File: src/rtl/peaking_biquad_filter_defines.svh
// Assertion macros shared by the filter RTL.
`ifndef PEAKING_BIQUAD_FILTER_DEFINES_SVH
`define PEAKING_BIQUAD_FILTER_DEFINES_SVH

// Same-cycle implication, disabled while reset is low.
`define PBQ_ASSERT_IMPL(lbl, clk, rst_n, ante, cons, msg) \
  lbl: assert property (@(posedge clk) disable iff (!rst_n) (ante) |-> (cons)) \
    else $error(msg);

// Next-cycle implication, disabled while reset is low.
`define PBQ_ASSERT_NEXT(lbl, clk, rst_n, ante, cons, msg) \
  lbl: assert property (@(posedge clk) disable iff (!rst_n) (ante) |=> (cons)) \
    else $error(msg);

`endif

File: src/rtl/pbq_pkg.sv
package pbq_pkg;

  localparam int unsigned CFG_IDX_W = 3;

  // Register indexes; the five product terms use the same numbering.
  localparam logic [CFG_IDX_W-1:0] REG_NUM0 = 3'd0;
  localparam logic [CFG_IDX_W-1:0] REG_NUM1 = 3'd1;
  localparam logic [CFG_IDX_W-1:0] REG_NUM2 = 3'd2;
  localparam logic [CFG_IDX_W-1:0] REG_FB1  = 3'd3;
  localparam logic [CFG_IDX_W-1:0] REG_FB2  = 3'd4;
  localparam logic [CFG_IDX_W-1:0] REG_NORM = 3'd5;

  typedef struct packed {
    logic load;   // take new multiplier and multiplicand
    logic clear;  // preset the accumulator
    logic step;   // retire one radix-4 digit
  } pbq_mac_ctrl_t;

endpackage

File: src/rtl/pbq_if.sv
interface pbq_in_if #(
  parameter int unsigned SAMPLE_WIDTH = 16
);
  logic                    valid;
  logic                    ready;
  logic [SAMPLE_WIDTH-1:0] sample_in;

  modport source (output valid, output sample_in, input ready);
  modport sink   (input valid, input sample_in, output ready);
endinterface

interface pbq_out_if #(
  parameter int unsigned SAMPLE_WIDTH = 16
);
  logic                    valid;
  logic                    ready;
  logic [SAMPLE_WIDTH-1:0] sample_out;

  modport source (output valid, output sample_out, input ready);
  modport sink   (input valid, input sample_out, output ready);
endinterface

File: src/rtl/pbq_mac.sv
module pbq_mac #(
  parameter int unsigned P_W   = 66,
  parameter int unsigned MUL_W = 26
) (
  input  logic                   clk_i,
  input  pbq_pkg::pbq_mac_ctrl_t ctrl_i,
  input  logic [MUL_W-1:0]       mul_i,
  input  logic [P_W-1:0]         mcand_i,
  input  logic [P_W-1:0]         init_i,
  output logic [P_W-1:0]         acc_o
);
  import pbq_pkg::*;

  logic [MUL_W-1:0] mul_q;
  logic             prev_q;
  logic [P_W-1:0]   mcand_q;
  logic [P_W-1:0]   acc_q;

  logic [2:0]       win;
  logic [P_W-1:0]   pp;
  logic             neg;
  logic [P_W-1:0]   sum;

  // Radix-4 Booth digit from the two low multiplier bits and the last one shifted out.
  assign win = {mul_q[1:0], prev_q};

  always_comb begin
    pp  = '0;
    neg = 1'b0;
    if (win inside {3'b001, 3'b010}) begin
      pp = mcand_q;
    end else if (win == 3'b011) begin
      pp = {mcand_q[P_W-2:0], 1'b0};
    end else if (win == 3'b100) begin
      pp  = {mcand_q[P_W-2:0], 1'b0};
      neg = 1'b1;
    end else if (win inside {3'b101, 3'b110}) begin
      pp  = mcand_q;
      neg = 1'b1;
    end
  end

  assign sum = acc_q + (neg ? ~pp : pp) + P_W'(neg);

  always_ff @(posedge clk_i) begin
    if (ctrl_i.load) begin
      mul_q   <= mul_i;
      prev_q  <= 1'b0;
      mcand_q <= mcand_i;
    end else if (ctrl_i.step) begin
      mul_q   <= {{2{mul_q[MUL_W-1]}}, mul_q[MUL_W-1:2]};
      prev_q  <= mul_q[1];
      mcand_q <= {mcand_q[P_W-3:0], 2'b00};
    end
    if (ctrl_i.clear) begin
      acc_q <= init_i;
    end else if (ctrl_i.step) begin
      acc_q <= sum;
    end
  end

  assign acc_o = acc_q;

endmodule

File: src/rtl/peaking_biquad_filter.sv
// One sample is in work at a time, so a new input word is taken only after the last
// result has moved to the output register. The single radix-4 Booth multiply-accumulate
// unit, two multiplier bits per cycle, serves all five product terms and the norm multiply.
// Reset (async, active low) clears the delay line and loads pass-through coefficients.
`include "peaking_biquad_filter_defines.svh"

module peaking_biquad_filter #(
  parameter int unsigned SAMPLE_WIDTH = 16,
  parameter int unsigned COEF_WIDTH   = 24
) (
  input  logic                           clk_i,
  input  logic                           rst_ni,
  pbq_in_if.sink                         in_if,
  pbq_out_if.source                      out_if,
  input  logic                           cfg_we_i,
  input  logic [pbq_pkg::CFG_IDX_W-1:0]  cfg_idx_i,
  input  logic [COEF_WIDTH-1:0]          cfg_data_i
);
  import pbq_pkg::*;

  localparam int unsigned SW         = SAMPLE_WIDTH;
  localparam int unsigned CW         = COEF_WIDTH;
  localparam int unsigned ACC_W      = SW + CW + 2;
  localparam int unsigned P_W        = ACC_W + CW;
  localparam int unsigned TOTAL_FRAC = 2 * CW - 9;
  localparam int unsigned YF_W       = P_W - TOTAL_FRAC;
  localparam int unsigned MUL_RAW    = (SW > CW + 1) ? SW : CW + 1;
  localparam int unsigned MUL_W      = MUL_RAW + (MUL_RAW % 2);
  localparam int unsigned STEPS_S    = (SW + 1) / 2;
  localparam int unsigned STEPS_N    = (CW + 2) / 2;
  localparam int unsigned STEPS_MAX  = (STEPS_S > STEPS_N) ? STEPS_S : STEPS_N;
  localparam int unsigned CNT_W      = $clog2(STEPS_MAX);

  localparam logic [CW-1:0]  NUM0_RST = {{(CW-1){1'b0}}, 1'b1} << (CW - 8);
  localparam logic [CW-1:0]  NORM_RST = {1'b1, {(CW-1){1'b0}}};
  localparam logic [P_W-1:0] HALF     = {{(P_W-1){1'b0}}, 1'b1} << (TOTAL_FRAC - 1);

  localparam logic [2:0] ST_IDLE  = 3'd0;
  localparam logic [2:0] ST_LOAD  = 3'd1;
  localparam logic [2:0] ST_RUN   = 3'd2;
  localparam logic [2:0] ST_NLOAD = 3'd3;
  localparam logic [2:0] ST_NRUN  = 3'd4;
  localparam logic [2:0] ST_DONE  = 3'd5;

  logic [2:0]           state_q, state_d;
  logic [CNT_W-1:0]     cnt_q, cnt_d;
  logic [CFG_IDX_W-1:0] term_q, term_d;

  logic signed [CW-1:0] coef_num0_q, coef_num1_q, coef_num2_q, coef_fb1_q, coef_fb2_q;
  logic [CW-1:0]        coef_norm_q;
  logic signed [SW-1:0] x1_q, x2_q, y1_q, y2_q;
  logic signed [SW-1:0] x_q;
  logic                 out_valid_q;
  logic [SW-1:0]        out_data_q;

  pbq_mac_ctrl_t        mac_ctrl;
  logic [MUL_W-1:0]     mac_mul;
  logic [P_W-1:0]       mac_mcand;
  logic [P_W-1:0]       mac_init;
  logic [P_W-1:0]       acc;

  logic signed [SW-1:0] term_smp;
  logic signed [CW-1:0] term_coef;
  logic [YF_W-1:0]      y_full;
  logic                 ovf;
  logic [SW-1:0]        y_sat;
  logic                 in_acc;
  logic                 fin;

  assign in_if.ready = (state_q == ST_IDLE);
  assign in_acc      = in_if.valid && in_if.ready;
  assign fin         = (state_q == ST_DONE) && (!out_valid_q || out_if.ready);

  assign out_if.valid      = out_valid_q;
  assign out_if.sample_out = out_data_q;

  always_comb begin
    term_smp  = '0;
    term_coef = '0;
    case (term_q)
      REG_NUM0: begin term_smp = x_q;  term_coef = coef_num0_q; end
      REG_NUM1: begin term_smp = x1_q; term_coef = coef_num1_q; end
      REG_NUM2: begin term_smp = x2_q; term_coef = coef_num2_q; end
      REG_FB1:  begin term_smp = y1_q; term_coef = coef_fb1_q;  end
      REG_FB2:  begin term_smp = y2_q; term_coef = coef_fb2_q;  end
      default:  begin term_smp = '0;   term_coef = '0;          end
    endcase
  end

  always_comb begin
    state_d   = state_q;
    cnt_d     = cnt_q;
    term_d    = term_q;
    mac_ctrl  = '0;
    mac_mul   = MUL_W'(term_smp);
    mac_mcand = P_W'(term_coef);
    mac_init  = '0;
    case (state_q)
      ST_IDLE: begin
        if (in_acc) begin
          term_d  = REG_NUM0;
          state_d = ST_LOAD;
        end
      end
      ST_LOAD: begin
        mac_ctrl.load  = 1'b1;
        mac_ctrl.clear = (term_q == REG_NUM0);
        cnt_d          = '0;
        state_d        = ST_RUN;
      end
      ST_RUN: begin
        mac_ctrl.step = 1'b1;
        cnt_d         = cnt_q + 1'b1;
        if (cnt_q == CNT_W'(STEPS_S - 1)) begin
          if (term_q == REG_FB2) begin
            state_d = ST_NLOAD;
          end else begin
            term_d  = term_q + 1'b1;
            state_d = ST_LOAD;
          end
        end
      end
      ST_NLOAD: begin
        // Multiply the finished sum by the norm; preset half an output LSB for rounding.
        mac_ctrl.load  = 1'b1;
        mac_ctrl.clear = 1'b1;
        mac_mul        = MUL_W'(coef_norm_q);
        mac_mcand      = acc;
        mac_init       = HALF;
        cnt_d          = '0;
        state_d        = ST_NRUN;
      end
      ST_NRUN: begin
        mac_ctrl.step = 1'b1;
        cnt_d         = cnt_q + 1'b1;
        if (cnt_q == CNT_W'(STEPS_N - 1)) begin
          state_d = ST_DONE;
        end
      end
      ST_DONE: begin
        if (fin) begin
          state_d = ST_IDLE;
        end
      end
      default: begin
        state_d = ST_IDLE;
      end
    endcase
  end

  pbq_mac #(
    .P_W   (P_W),
    .MUL_W (MUL_W)
  ) u_mac (
    .clk_i   (clk_i),
    .ctrl_i  (mac_ctrl),
    .mul_i   (mac_mul),
    .mcand_i (mac_mcand),
    .init_i  (mac_init),
    .acc_o   (acc)
  );

  // Drop the fraction, then clamp when the integer part does not fit the sample.
  assign y_full = acc[P_W-1:TOTAL_FRAC];
  assign ovf    = ~(&y_full[YF_W-1:SW-1]) & (|y_full[YF_W-1:SW-1]);
  assign y_sat  = !ovf ? y_full[SW-1:0] :
                  y_full[YF_W-1] ? {1'b1, {(SW-1){1'b0}}} : {1'b0, {(SW-1){1'b1}}};

  always_ff @(posedge clk_i or negedge rst_ni) begin
    if (!rst_ni) begin
      state_q     <= ST_IDLE;
      cnt_q       <= '0;
      term_q      <= REG_NUM0;
      out_valid_q <= 1'b0;
      coef_num0_q <= NUM0_RST;
      coef_num1_q <= '0;
      coef_num2_q <= '0;
      coef_fb1_q  <= '0;
      coef_fb2_q  <= '0;
      coef_norm_q <= NORM_RST;
      x1_q        <= '0;
      x2_q        <= '0;
      y1_q        <= '0;
      y2_q        <= '0;
    end else begin
      state_q <= state_d;
      cnt_q   <= cnt_d;
      term_q  <= term_d;
      if (fin) begin
        out_valid_q <= 1'b1;
        x2_q        <= x1_q;
        x1_q        <= x_q;
        y2_q        <= y1_q;
        y1_q        <= y_sat;
      end else if (out_if.ready) begin
        out_valid_q <= 1'b0;
      end
      if (cfg_we_i) begin
        case (cfg_idx_i)
          REG_NUM0: coef_num0_q <= cfg_data_i;
          REG_NUM1: coef_num1_q <= cfg_data_i;
          REG_NUM2: coef_num2_q <= cfg_data_i;
          REG_FB1:  coef_fb1_q  <= cfg_data_i;
          REG_FB2:  coef_fb2_q  <= cfg_data_i;
          REG_NORM: coef_norm_q <= cfg_data_i;
          default: ;
        endcase
      end
    end
  end

  always_ff @(posedge clk_i) begin
    if (in_acc) begin
      x_q <= in_if.sample_in;
    end
    if (fin) begin
      out_data_q <= y_sat;
    end
  end

  `PBQ_ASSERT_NEXT(a_accept_starts, clk_i, rst_ni, in_acc, state_q == ST_LOAD, "accepted word did not start the sum")
  `PBQ_ASSERT_NEXT(a_delay_hold, clk_i, rst_ni, !fin, $stable(x1_q) && $stable(y1_q), "delay line moved without a finished sample")
  `PBQ_ASSERT_IMPL(a_valid_from_fin, clk_i, rst_ni, $rose(out_valid_q), $past(fin), "output word raised without a finished sample")
  `PBQ_ASSERT_IMPL(a_run_count, clk_i, rst_ni, state_q == ST_RUN, cnt_q <= CNT_W'(STEPS_S - 1), "product step count overran")

endmodule

File: src/flat_wrapper.sv
// flat-port wrapper written by rule: the top's interface ports become plain ports
module peaking_biquad_filter_flat import pbq_pkg::*;
#(
  parameter int unsigned SAMPLE_WIDTH = 16,
  parameter int unsigned COEF_WIDTH   = 24
)
  (clk_i, rst_ni, cfg_we_i, cfg_idx_i, cfg_data_i, in_if_valid, in_if_sample_in, in_if_ready, out_if_valid, out_if_sample_out, out_if_ready);
  pbq_in_if #(.SAMPLE_WIDTH(SAMPLE_WIDTH)) in_if_i ();
  pbq_out_if #(.SAMPLE_WIDTH(SAMPLE_WIDTH)) out_if_i ();
  input  logic clk_i;
  input  logic rst_ni;
  input  logic cfg_we_i;
  input  logic [pbq_pkg::CFG_IDX_W-1:0] cfg_idx_i;
  input  logic [COEF_WIDTH-1:0] cfg_data_i;
  input wire logic [$bits(in_if_i.valid)-1:0] in_if_valid;
  input wire logic [$bits(in_if_i.sample_in)-1:0] in_if_sample_in;
  output wire logic [$bits(in_if_i.ready)-1:0] in_if_ready;
  output wire logic [$bits(out_if_i.valid)-1:0] out_if_valid;
  output wire logic [$bits(out_if_i.sample_out)-1:0] out_if_sample_out;
  input wire logic [$bits(out_if_i.ready)-1:0] out_if_ready;
  assign in_if_i.valid = in_if_valid;
  assign in_if_i.sample_in = in_if_sample_in;
  assign in_if_ready = in_if_i.ready;
  assign out_if_valid = out_if_i.valid;
  assign out_if_sample_out = out_if_i.sample_out;
  assign out_if_i.ready = out_if_ready;
  peaking_biquad_filter #(.SAMPLE_WIDTH(SAMPLE_WIDTH), .COEF_WIDTH(COEF_WIDTH)) u_core (.clk_i(clk_i), .rst_ni(rst_ni), .in_if(in_if_i), .out_if(out_if_i), .cfg_we_i(cfg_we_i), .cfg_idx_i(cfg_idx_i), .cfg_data_i(cfg_data_i));
endmodule
File: config.mk
export PLATFORM = sky130hd
export DESIGN_NAME = peaking_biquad_filter_flat
export DESIGN_NICKNAME = d
export VERILOG_FILES = /design/src/rtl/pbq_pkg.sv /design/src/rtl/pbq_if.sv /design/src/rtl/pbq_mac.sv /design/src/rtl/peaking_biquad_filter.sv /design/src/flat_wrapper.sv
export VERILOG_INCLUDE_DIRS = /design/src /design/src/rtl
export SDC_FILE = /design/constraint.sdc
export NUM_CORES = 1
export LEC_CHECK = 0
export ABC_AREA = 1
export CAP_MARGIN = 20
export CORE_ASPECT_RATIO = 1.4
export CORE_MARGIN = 3
export CORE_UTILIZATION = 55
export CTS_CLUSTER_SIZE = 8
export DETAILED_ROUTE_END_ITERATION = 8
export DONT_BUFFER_PORTS = 1
export PLACE_DENSITY = 0.73
export SETUP_SLACK_MARGIN = 0.1
export SKIP_CTS_REPAIR_TIMING = 1
export SYNTH_ARGS = -nofsm -noshare
export SYNTH_HDL_FRONTEND = slang
export SYNTH_HIERARCHICAL = 1
export SYNTH_SLANG_ARGS = --single-unit
File: constraint.sdc
create_clock -name clk_i -period 3.9 [get_ports clk_i]
set_clock_uncertainty 0.05 [all_clocks]
set_input_delay 0.78 -clock clk_i [delete_from_list [all_inputs] [get_ports clk_i]]
set_output_delay 0.78 -clock clk_i [all_outputs]
set_load 0.02 [all_outputs]
# After elaboration in Yosys (flattened, before gate mapping)
# Cells that the tools add are included.
# word_totals
output_inout_bits	18
in_bits	48
register_bits	410
elab_cells	118
# op_classes
reduce_logical	26
n_addsub	4
eq_ne	27
bitwise	3
n_mux	37
# op_table
operator	count
$mux 66	10
$pmux 24 s5	1
$pmux 16 s5	1
$add 66x1->66	1
$add 66x66->66	1
$not 66->66	1
$mux 26	2
$mux 39	1
$mux 16	2
$mux 25	1
$eq 3x2->1 const B	8
$eq 3x3->1 const B	8
$mux 3	7
$pmux 3 s6	1
$reduce_bool 2->1	7
$eq 3x1->1 const B	4
$reduce_and 12->1	1
$reduce_and 2->1	6
$reduce_or 12->1	1
$logic_not 3->1	3
$pmux 4 s2	1
$reduce_and 4->1	2
$mux 1	7
$ne 2x1->1 const B	3
other kinds (14)	17

# Longest topological paths before layout
# Gate-level depths: netlist of run 1.
# depth
depth_word	12
depth_mapped	23
ltp_nobuf	22

# Hierarchy
# The synthesis of run 1 kept the hierarchy.
# modules_own_cells
module	seq_area_each_um2	instances	cells_each	area_each_um2
pbq_mac	4764.6	1	1769	12878.6
peaking_biquad_filter	6443.7	1	1481	11738.8

# Least setup slack after synthesis of run 1
# No wires, ideal clock.
# synth_timing
path_type	register -> register
start	reg u_core.state_q[2]
end	reg u_core.u_mac.mcand_q[0], enable pin
arrival_time_ps	3275
n_path_buf	2
period_less_slack_ps	3778
required_time_ps	3398
path_stages_with_launch	6
setup_ps	452
path_slack_ps	122
cell_sequence	dfrtp_1 > nor2_2 > clkbuf_1 > clkinv_1 > clkbuf_1 > nand2_1
# synth_lines
item	line	source
start: declaration	peaking_biquad_filter.sv:45	logic [2:0] state_q, state_d;
start signal: assignment	peaking_biquad_filter.sv:186	state_q <= state_d;
end signal: assignment	pbq_mac.sv:49	mcand_q <= mcand_i;
end signal: assignment	pbq_mac.sv:53	mcand_q <= {mcand_q[P_W-3:0], 2'b00};
end: declaration	pbq_mac.sv:16	logic [P_W-1:0] mcand_q;

# Worst setup path after layout of run 1
# layout_timing
start	reg u_core.u_mac.mul_q[0]
end	reg u_core.u_mac.acc_q[43] (netlist: u_core/u_mac/acc_o[43]), data pin
# layout_between
elab_chain_cells	12
word_cells_on_any_way	22
classes_between	add/sub (2); eq/ne (6); mux (11); bitwise (1); reduce/logical (2)
# layout_rtl
item	line	source
start: declaration	pbq_mac.sv:14	logic [MUL_W-1:0] mul_q;
start signal: assignment	pbq_mac.sv:47	mul_q <= mul_i;
start signal: assignment	pbq_mac.sv:51	mul_q <= {{2{mul_q[MUL_W-1]}}, mul_q[MUL_W-1:2]};
$eq 3x3->1	pbq_mac.sv:37	end else if (win inside {3'b101, 3'b110}) begin
$reduce_bool 2->1	pbq_mac.sv:37	
$mux 66	pbq_mac.sv:37	
$mux 66	pbq_mac.sv:34	end else if (win == 3'b100) begin
$mux 66	pbq_mac.sv:32	end else if (win == 3'b011) begin
$mux 66	pbq_mac.sv:30	if (win inside {3'b001, 3'b010}) begin
$not 66->66	pbq_mac.sv:43	assign sum = acc_q + (neg ? ~pp : pp) + P_W'(neg);
$mux 66	pbq_mac.sv:43	
$add 66x66->66	pbq_mac.sv:43	
$add 66x1->66 (*)	pbq_mac.sv:43	
$mux 66 (*)	pbq_mac.sv:57	end else if (ctrl_i.step) begin
$mux 66 (*)	pbq_mac.sv:55	if (ctrl_i.clear) begin
end signal: assignment	pbq_mac.sv:56	acc_q <= init_i;
end signal: assignment	pbq_mac.sv:58	acc_q <= sum;
end: declaration	pbq_mac.sv:17	logic [P_W-1:0] acc_q;
# Every way passes the cells marked *; elsewhere a longest branch is shown, timed or not. The select of a mux whose other input is x is not followed.
# A chain may end at the register's enable or synchronous reset.

==> impl_metrics.json, run 1 <==
{
  "synthArstFlopShare": 0.534,
  "violations": "hold timing",
  "finalHoldViolations": 217,
  "cts.clk_slew.worst_paths_ns": 0.05,
  "drv_cap": 0,
  "postLayoutCoreUtil": 0.620,
  "via_per_inst": 5.57,
  "io_buffers": 0,
  "root_buffer": "clkbuf_16",
  "status": "finished with violations",
  "final_antenna_net_count": 0,
  "regArea_um2": 11200,
  "track_usage": 0.313,
  "r2r_cells": 17,
  "fmax_mhz": 268,
  "dpl_worst_slack_ns": -0.354,
  "placed_cell_area_um2": 25500,
  "wire_per_inst_um": 19.1,
  "die_area_um2": 47400,
  "antenna_found_initial": 1,
  "slew_headroom": 0.481,
  "die-width_um": 185,
  "path_class": "flip-flop to flip-flop",
  "start_kind": "flip-flop",
  "crit_path_max_fanout": 25,
  "hpwl_mm": 53.5,
  "multi_input_area_um2": 11900,
  "synth.distinct_cells": 56,
  "fillCellCount": 3970,
  "cts.path.max_buffers": 3,
  "drtPass1Iterations": 6,
  "numCtsBuffers": 57,
  "dr.first_iter.drc_count": 1825,
  "hold_class": "input port to asynchronous set/reset pin",
  "drv_slew": 0,
  "cp.required_ns": 4.22,
  "cts_tree": "yes",
  "synth_area_um2": 24600,
  "worst_slew_pin_slew_ns": 0.779,
  "endpoint_kind": "flip-flop",
  "routed_wl_mm": 74.6,
  "routed-via-count": 21800,
  "overflow": 0,
  "final_cell_mix": "nand2_1 (1173), o21ai_0 (355), inv_1 (319)",
  "report.final.setup_viol": 0,
  "drive_above_1_share": 0.0814,
  "grt_first_pass_wirelength_mm": 117,
  "grt_setup_unrepaired": "yes",
  "io_pins": 66,
  "worstPathArrival_ns": 4.04,
  "area_growth_syn_to_layout_pct": 11.3,
  "seq_area_frac_synth": 0.455,
  "clock_sinks": 410,
  "finalNetCount": 3429,
  "clk_latency_ns": 0.63,
  "rrSetupSlack_ns": 0.17,
  "fin_crit_sh": 0.955,
  "rows": 91,
  "fin_ws_ns": 0.174,
  "ys.flop_type": "dfrtp_1",
  "synth_edf_count": 190,
  "yosysWarnings": 6,
  "core_um2": 44200,
  "layout_commonest_cell": "nand2_1",
  "place_congestion": 1.07,
  "stdcell_area_um2": 27400,
  "cts.htree.levels": 2,
  "start_util": 0.557,
  "finalCriticalPeriod_ns": 3.73,
  "ys_seq_elements": 410,
  "die-height_um": 256,
  "synth.avg_cell_area_um2": 7.57,
  "hold-worst-slack_ns": -0.178,
  "grt_pass1_vias": 21400,
  "grt_start_max_net_pins": 220,
  "syn_inst": 3250,
  "drc": 0
}
cell usage after synthesis (5+ instances only):
library cell	number	share of area
ha_1	71	0.036
or2_2	12	0.0030
o31ai_1	7	0.0021
inv_2	12	0.0018
xnor2_1	6	0.0021
o21bai_1	10	0.0030
nor2_1	184	0.028
nor4_1	5	0.0013
nand2_2	27	0.0069
edfxtp_1	190	0.23
nand3b_1	10	0.0030
a21boi_0	6	0.0018
nand3_2	7	0.0028
inv_1	320	0.049
a21o_1	7	0.0021
xor2_1	70	0.025
nand4_1	11	0.0028
nand2_1	1184	0.18
nor2_2	10	0.0025
clkbuf_1	70	0.011
o21a_1	11	0.0034
dfrtp_1	217	0.22
nand3_1	122	0.025
o21ai_2	14	0.0050
a21oi_2	5	0.0018
nor3_1	10	0.0020
o21ai_0	361	0.073
or2_1	5	0.0013
o22ai_1	66	0.017
buf_2	49	0.010
buf_6	9	0.0041
o21ai_1	19	0.0039
a31oi_1	9	0.0023
a21oi_1	99	0.020
final timing paths:
check | start | to
max in group asynchronous | rst_ni | u_core/x1_q[6]$_DFFE_PN0P_
min in group clk_i | in_if_sample_in[1] | u_core/x_q[1]$_DFFE_PP_
setup reg to reg | u_core/u_mac/mul_q[0]$_DFFE_PP_ | u_core/u_mac/acc_o[43]$_DFFE_PP_
hold reg to reg | u_core/coef_num0_q[22]$_DFFE_PN0P_ | u_core/coef_num0_q[22]$_DFFE_PN0P_
setup / recovery | u_core/u_mac/mul_q[0]$_DFFE_PP_ | u_core/u_mac/acc_o[43]$_DFFE_PP_
hold / removal | rst_ni | u_core/coef_fb2_q[12]$_DFFE_PN0P_
routing by layer:
layer / global-route usage / up-vias / wire length, um
met3: 0.0440 / 187 / 4240
met4: 0.173 / 2 / 4460
met2: 0.539 / 756 / 37300
met5: 0 / - / 15
met1: 0.375 / 10200 / 28700
li1: - / 10600 / -
sequential cells by signal, summed over array words and instances, names as in the netlist:
name,cells
u_core/cnt_q,4
u_core/state_q,3
u_core/out_if.sample_out,16
u_core/u_mac/mcand_q,66
u_core/y1_q,16
u_core/term_q,3
u_core/x2_q,16
u_core/coef_num0_q,24
u_core/coef_fb2_q,24
u_core/u_mac/mul_q,26
u_core/coef_norm_q,24
u_core/coef_num2_q,24
u_core/y2_q,16
u_core/x_q,16
u_core/u_mac/acc_o,66
u_core/coef_num1_q,24
u_core/out_if.valid,1
u_core/x1_q,16
u_core/coef_fb1_q,24
u_core/u_mac/prev_q,1
cell families after synthesis:
group / Yosys count / synth area share
AO/OA/AOI/OAI: 621 / 0.139
XOR/XNOR: 76 / 0.0270
adder cells (fa/ha/maj): 72 / 0.0369
buffers and inverters: 469 / 0.0774
flip-flops: 410 / 0.455
multiplexers: 1 / 0.000457
other: 1 / 0.000152
AND/OR/NAND/NOR: 1600 / 0.264
area by class of cell:
cell class	instances	share of cell area
diodes	1	0.0000914
clock buffers	100	0.0583
clock inverters	3	0.00164
inverters	334	0.0458
multi-input cells	2435	0.436
flip-flops and latches	410	0.409
well taps	558	0.0255
repair buffers	71	0.0235
worst max-delay path, stage by stage (launching register included):
cell      delay (ns)
edfxtp_1        0.39
inv_1           0.12
nand2_4         0.09
mux2_4          0.36
buf_6           0.20
o22ai_1         0.17
xor2_1          0.17
ha_1            0.34
nand2_1         0.12
a21oi_1         0.07
nor2_1          0.22
o21ai_0         0.25
a21oi_1         0.25
nand2_2         0.17
a21oi_2         0.22
nand2_1         0.07
nand3_1         0.13
nand2_1         0.07
through the flow:
stage | hold WS, ns | setup TNS (ns) | std cells
after CTS | -0.213 | -0.799 | 3906
after detailed placement | 0.415 | -0.708 | 3803
after global placement | 0.414 | -0.731 | 3803
final | -0.178 | 0 | 3912
after global routing | -0.207 | 0 | 3912
after floorplan | 0.399 | 0 | 3314
Power of run 1 is left out: the tool's default activity adds up to more than one toggle a clock period on the data nets, which glitch-free logic cannot reach.
==> run 2, diff against run 1 <==
ABC_AREA = not set   (was 1)
==> impl_metrics.json, run 2 <==
{
  "status": "finished with violations",
  "violations": "hold timing, setup timing",
  "fin_crit_sh": 1.01,
  "yosysMostFrequentCell": "nand2_1",
  "crit_buf_inv": 4,
  "rows": 90,
  "routed-via-count": 19300,
  "synthArstFlopShare": 0.534,
  "syn_inst": 2268,
  "area_growth_syn_to_layout_pct": 19.3,
  "slew_headroom": 0.429,
  "finalNetCount": 2603,
  "numCtsBuffers": 57,
  "overflow": 0,
  "die_area_um2": 46300,
  "fin_ws_ns": -0.0479,
  "endpoint_kind": "flip-flop",
  "grt_first_pass_wirelength_mm": 104,
  "hold-worst-slack_ns": -0.171,
  "via_per_inst": 6.27,
  "seq_area_frac_synth": 0.466,
  "rrSetupSlack_ns": -0.05,
  "report.final.setup_viol": 4,
  "drv_slew": 0,
  "fmax_mhz": 253,
  "critPathMaxStageDelay_ns": 0.43,
  "synth_top_area_frac": 0.237,
  "yosysWarnings": 6,
  "finalCriticalPeriod_ns": 3.95,
  "crit_path_max_fanout": 24,
  "cts_tree": "yes",
  "r2r_start": "u_core/u_mac/mul_q[0]$_DFFE_PP_",
  "synth_area_um2": 24000,
  "crit_top_cell": "buf_4",
  "cp_cell_sequence": "buf_4 > xor2_4 > buf_12 > a22oi_2 > o21ai_1 > ha_2 > buf_6 > nand3_1 > a21boi_2 > o211ai_1 > a311oi_2 > o22a_1 > a31o_4 > buf_4 > a21boi_4 > nor4b_2 > nor3_1",
  "drive_above_1_share": 0.267,
  "r2r_cells": 17,
  "synth.distinct_cells": 95,
  "start_util": 0.557,
  "cp.required_ns": 4.22,
  "worst_slew_pin_slew_ns": 0.857,
  "place_congestion": 0.923,
  "layout_commonest_cell": "nand2_1",
  "rr_endpoint": "u_core/u_mac/acc_o[50]$_DFFE_PP_",
  "synth_common_cells": "nand2_1 (297), dfrtp_1 (217), mux2_2 (214)",
  "final_antenna_net_count": 0,
  "io_pins": 66,
  "hpwl_mm": 43.8,
  "layoutNonFillerInstCount": 3081,
  "grt_setup_unrepaired": "yes",
  "final_cell_mix": "nand2_1 (293), buf_4 (227), dfrtp_1 (217)",
  "core_um2": 43100,
  "dr.first_iter.drc_count": 1698,
  "critical-path-top-delay-family": "compound AO/OA/AOI/OAI gates",
  "antennaDiodeCount": 0,
  "ys_seq_elements": 410,
  "ys.flop_type": "dfrtp_1",
  "path_class": "flip-flop to flip-flop",
  "root_buffer": "clkbuf_16",
  "cts.path.max_buffers": 3,
  "hold_class": "input port to asynchronous set/reset pin",
  "antenna_found_initial": 0,
  "cts.htree.levels": 2,
  "synth.avg_cell_area_um2": 10.6,
  "clk_latency_ns": 0.61,
  "die-height_um": 253,
  "drv_cap": 0,
  "die-width_um": 183,
  "crit_slowest_cell": "ha_2",
  "worstPathArrival_ns": 4.27,
  "dpl.cell_count": 2945,
  "synth_edf_count": 190,
  "start_kind": "flip-flop",
  "io_buffers": 0,
  "grt_start_max_net_pins": 220,
  "wire_per_inst_um": 21.7,
  "clock_sinks": 410,
  "yosys.area.top_type": "edfxtp_1",
  "drtPass1Iterations": 6,
  "drc": 0,
  "synth.area.top_cells": "edfxtp_1 (24%), dfrtp_1 (23%), mux2_2 (10%)",
  "track_usage": 0.276,
  "cts.clk_slew.worst_paths_ns": 0.06,
  "finalHoldViolations": 217,
  "grt_pass1_vias": 19800,
  "routed_wl_mm": 66.9
}
## run 2: cell count changes after synthesis, moves of 63 or more
cell	delta
mux2_2	+213
a22oi_1	+103
o22ai_1	-63
a21o_1	+66
nand3_1	-98
inv_1	-288
nor2_1	-93
o21ai_0	-200
nand2_1	-887
## run 2: metrics by stage
stage / cell area, um2 / setup TNS (ns) / hold slack (ns) / setup slack (ns) / utilization
after global placement: 26100 / -1.94 / 0.398 / -0.286 / 0.605
final: 28700 / -0.139 / -0.171 / -0.0479 / 0.665
after floorplan: 24300 / 0 / 0.391 / 0.102 / -
after detailed placement: 26100 / -2.48 / 0.415 / -0.319 / 0.605
after global routing: 28700 / -2.34 / -0.185 / -0.226 / 0.665
after CTS: 27800 / -3.30 / -0.178 / -0.370 / 0.644
## run 2: worst max-delay path by stage
stage                                                  end  depth (start not counted)                            start
after CTS                 u_core/u_mac/acc_o[64]$_DFFE_PP_                         15  u_core/u_mac/mul_q[1]$_DFFE_PP_
after global placement    u_core/u_mac/acc_o[64]$_DFFE_PP_                         15  u_core/u_mac/mul_q[1]$_DFFE_PP_
after detailed placement  u_core/u_mac/acc_o[64]$_DFFE_PP_                         15  u_core/u_mac/mul_q[1]$_DFFE_PP_
final                     u_core/u_mac/acc_o[50]$_DFFE_PP_                         17  u_core/u_mac/mul_q[0]$_DFFE_PP_
after floorplan           u_core/u_mac/acc_o[62]$_DFFE_PP_                         17  u_core/u_mac/mul_q[1]$_DFFE_PP_
after global routing      u_core/u_mac/acc_o[60]$_DFFE_PP_                         17  u_core/u_mac/mul_q[0]$_DFFE_PP_
## run 2: area by class of cell
cell class | count | area (um2)
fillers | 3195 | 14500
multi-input cells | 1726 | 12800
flip-flops and latches | 410 | 11200
repair buffers | 255 | 2160
clock buffers | 101 | 1590
well taps | 552 | 691
inverters | 33 | 124
clock inverters | 4 | 67.6
## run 2: cells by family after synthesis
| kind of cell | count (synthesis) | synth area share |
|---|---|---|
| flops | 410 | 0.466 |
| other cells | 1 | 0.000156 |
| compound gates | 692 | 0.205 |
| fa+ha+maj | 72 | 0.0378 |
| xor+xnor | 122 | 0.0445 |
| simple gates | 535 | 0.0991 |
| buf+inv | 196 | 0.0353 |
| mux | 240 | 0.112 |
## run 2: routing by layer
layer	part of all wire	GRT usage	up-vias	routed length (um)
met3	0.053	0.0387	219	3570
met1	0.39	0.328	9544	25900
met4	0.049	0.130	0	3260
li1	-	-	8842	-
met2	0.51	0.491	707	34200
met5	0	0	-	0
Power of run 2 is left out for the same reason.
==> run 3, diff against run 2 <==
CELL_PAD_IN_SITES_DETAIL_PLACEMENT = 0   (was not set)
CELL_PAD_IN_SITES_GLOBAL_PLACEMENT = 1   (was not set)
CORE_UTILIZATION = 47   (was 55)
PLACE_DENSITY = not set   (was 0.73)
PLACE_DENSITY_LB_ADDON = 0.1   (was not set)
clock period = 3.2 ns   (was 3.9 ns; I/O delays follow)
==> impl_metrics.json, run 3 (synthesis gave the netlist of run 2 again) <==
{
  "violations": "hold timing, setup timing",
  "status": "finished with violations",
  "fin_ws_ns": -0.697,
  "grt_setup_unrepaired": "yes",
  "rows": 97,
  "die-width_um": 197,
  "drtPass1Iterations": 6,
  "place_congestion": 0.902,
  "layout_commonest_cell": "buf_4",
  "routed-via-count": 19500,
  "worstPathArrival_ns": 4.21,
  "drv_slew": 0,
  "track_usage": 0.255,
  "clock_sinks": 410,
  "final_cell_mix": "buf_4 (376), nand2_1 (288), dfrtp_1 (217)",
  "fin_crit_sh": 1.22,
  "via_per_inst": 5.86,
  "finalCriticalPeriod_ns": 3.90,
  "fmax_mhz": 257,
  "hold_class": "input port to asynchronous set/reset pin",
  "area_growth_syn_to_layout_pct": 27.7,
  "postLayoutCoreUtil": 0.609,
  "antennaDiodeCount": 0,
  "cts.clk_slew.worst_paths_ns": 0.06,
  "worst_slew_pin_slew_ns": 0.799,
  "wire_per_inst_um": 21.8,
  "drc": 0,
  "cp.required_ns": 3.51,
  "grt_first_pass_wirelength_mm": 109,
  "final_antenna_net_count": 0,
  "dpl.cell_count": 3178,
  "grt_start_max_net_pins": 220,
  "layoutNonFillerInstCount": 3333,
  "path_class": "flip-flop to flip-flop",
  "setup_tns_ns": -19.97,
  "root_buffer": "clkbuf_16",
  "antenna_found_initial": 0,
  "die-height_um": 274,
  "start_kind": "flip-flop",
  "io_buffers": 0,
  "cts.path.max_buffers": 3,
  "drv_cap": 0,
  "start_util": 0.477,
  "crit_path_max_fanout": 8,
  "r2r_cells": 14,
  "hpwl_mm": 47.7,
  "finalHoldViolations": 219,
  "routed_wl_mm": 72.5,
  "die_area_um2": 53900,
  "dr.first_iter.drc_count": 1328,
  "report.final.setup_viol": 53,
  "grt_pass1_vias": 19700,
  "cts_tree": "yes",
  "overflow": 0,
  "drive_above_1_share": 0.339,
  "clk_latency_ns": 0.62,
  "finalNetCount": 2765,
  "hold-worst-slack_ns": -0.334,
  "io_pins": 66,
  "numCtsBuffers": 57,
  "cts.htree.levels": 2,
  "endpoint_kind": "flip-flop",
  "slew_headroom": 0.467,
  "core_um2": 50400
}
[run 3: cell types whose count changed in the layout (fill, tap and decap cells not counted), moves of 12 or more]
cell / change
buf_4: +149
o21ai_0: -37
o21ai_1: +21
a21oi_1: -17
ha_4: +13
a21oi_2: +12
o21ai_2: +12
[run 3: routing by layer]
metal / wire length, um / share of wire / global-route usage
met5: 0 / 0 / 0
met4: 2900 / 0.040 / 0.0991
met3: 3310 / 0.046 / 0.0420
met2: 37500 / 0.52 / 0.462
met1: 28800 / 0.40 / 0.302
[run 3: area by class of cell]
class,count,area [um2]
Clock buffer,101,1610
Fill cell,4211,19700
Inverter,33,126
Sequential cell,410,11200
Timing Repair Buffer,412,3380
Multi-Input combinational cell,1731,13500
Tap cell,643,805
Clock inverter,3,68.8
[run 3: through the flow]
step	hold WS [ns]	instance area (um2)	setup WS [ns]
after CTS	-0.367	29300	-1.00
after detailed placement	0.300	27600	-0.932
final	-0.334	30700	-0.697
after global routing	-0.363	30700	-0.821
after global placement	0.300	27600	-0.835
after floorplan	0.294	24900	-0.430
[run 3: path summary, 6_finish.rpt]
check / slack (ns) / to / startpoint
worst max-delay path: -0.70 / u_core/u_mac/acc_o[55]$_DFFE_PP_ / u_core/u_mac/mul_q[0]$_DFFE_PP_
worst min register to register: 0.43 / u_core/x2_q[5]$_DFFE_PN0P_ / u_core/x2_q[5]$_DFFE_PN0P_
worst max register to register: -0.70 / u_core/u_mac/acc_o[55]$_DFFE_PP_ / u_core/u_mac/mul_q[0]$_DFFE_PP_
min in group clk_i: 0.06 / u_core/x_q[2]$_DFFE_PP_ / in_if_sample_in[2]
max in group asynchronous: 3.00 / u_core/y1_q[8]$_DFFE_PN0P_ / rst_ni
worst min-delay path: -0.33 / u_core/coef_fb2_q[17]$_DFFE_PN0P_ / rst_ni
[run 3: worst max-delay path, stage by stage, from the launching register on]
cell      delay (ns)
edfxtp_1        0.40
buf_6           0.16
or3_4           0.45
buf_12          0.18
o21ai_2         0.17
ha_4            0.23
nand4_4         0.17
o41ai_2         0.35
a21oi_2         0.08
nand2_2         0.11
a31oi_4         0.05
o31ai_4         0.37
a311oi_2        0.17
or4_1           0.54
o221a_2         0.14
Power of run 3 is left out for the same reason.
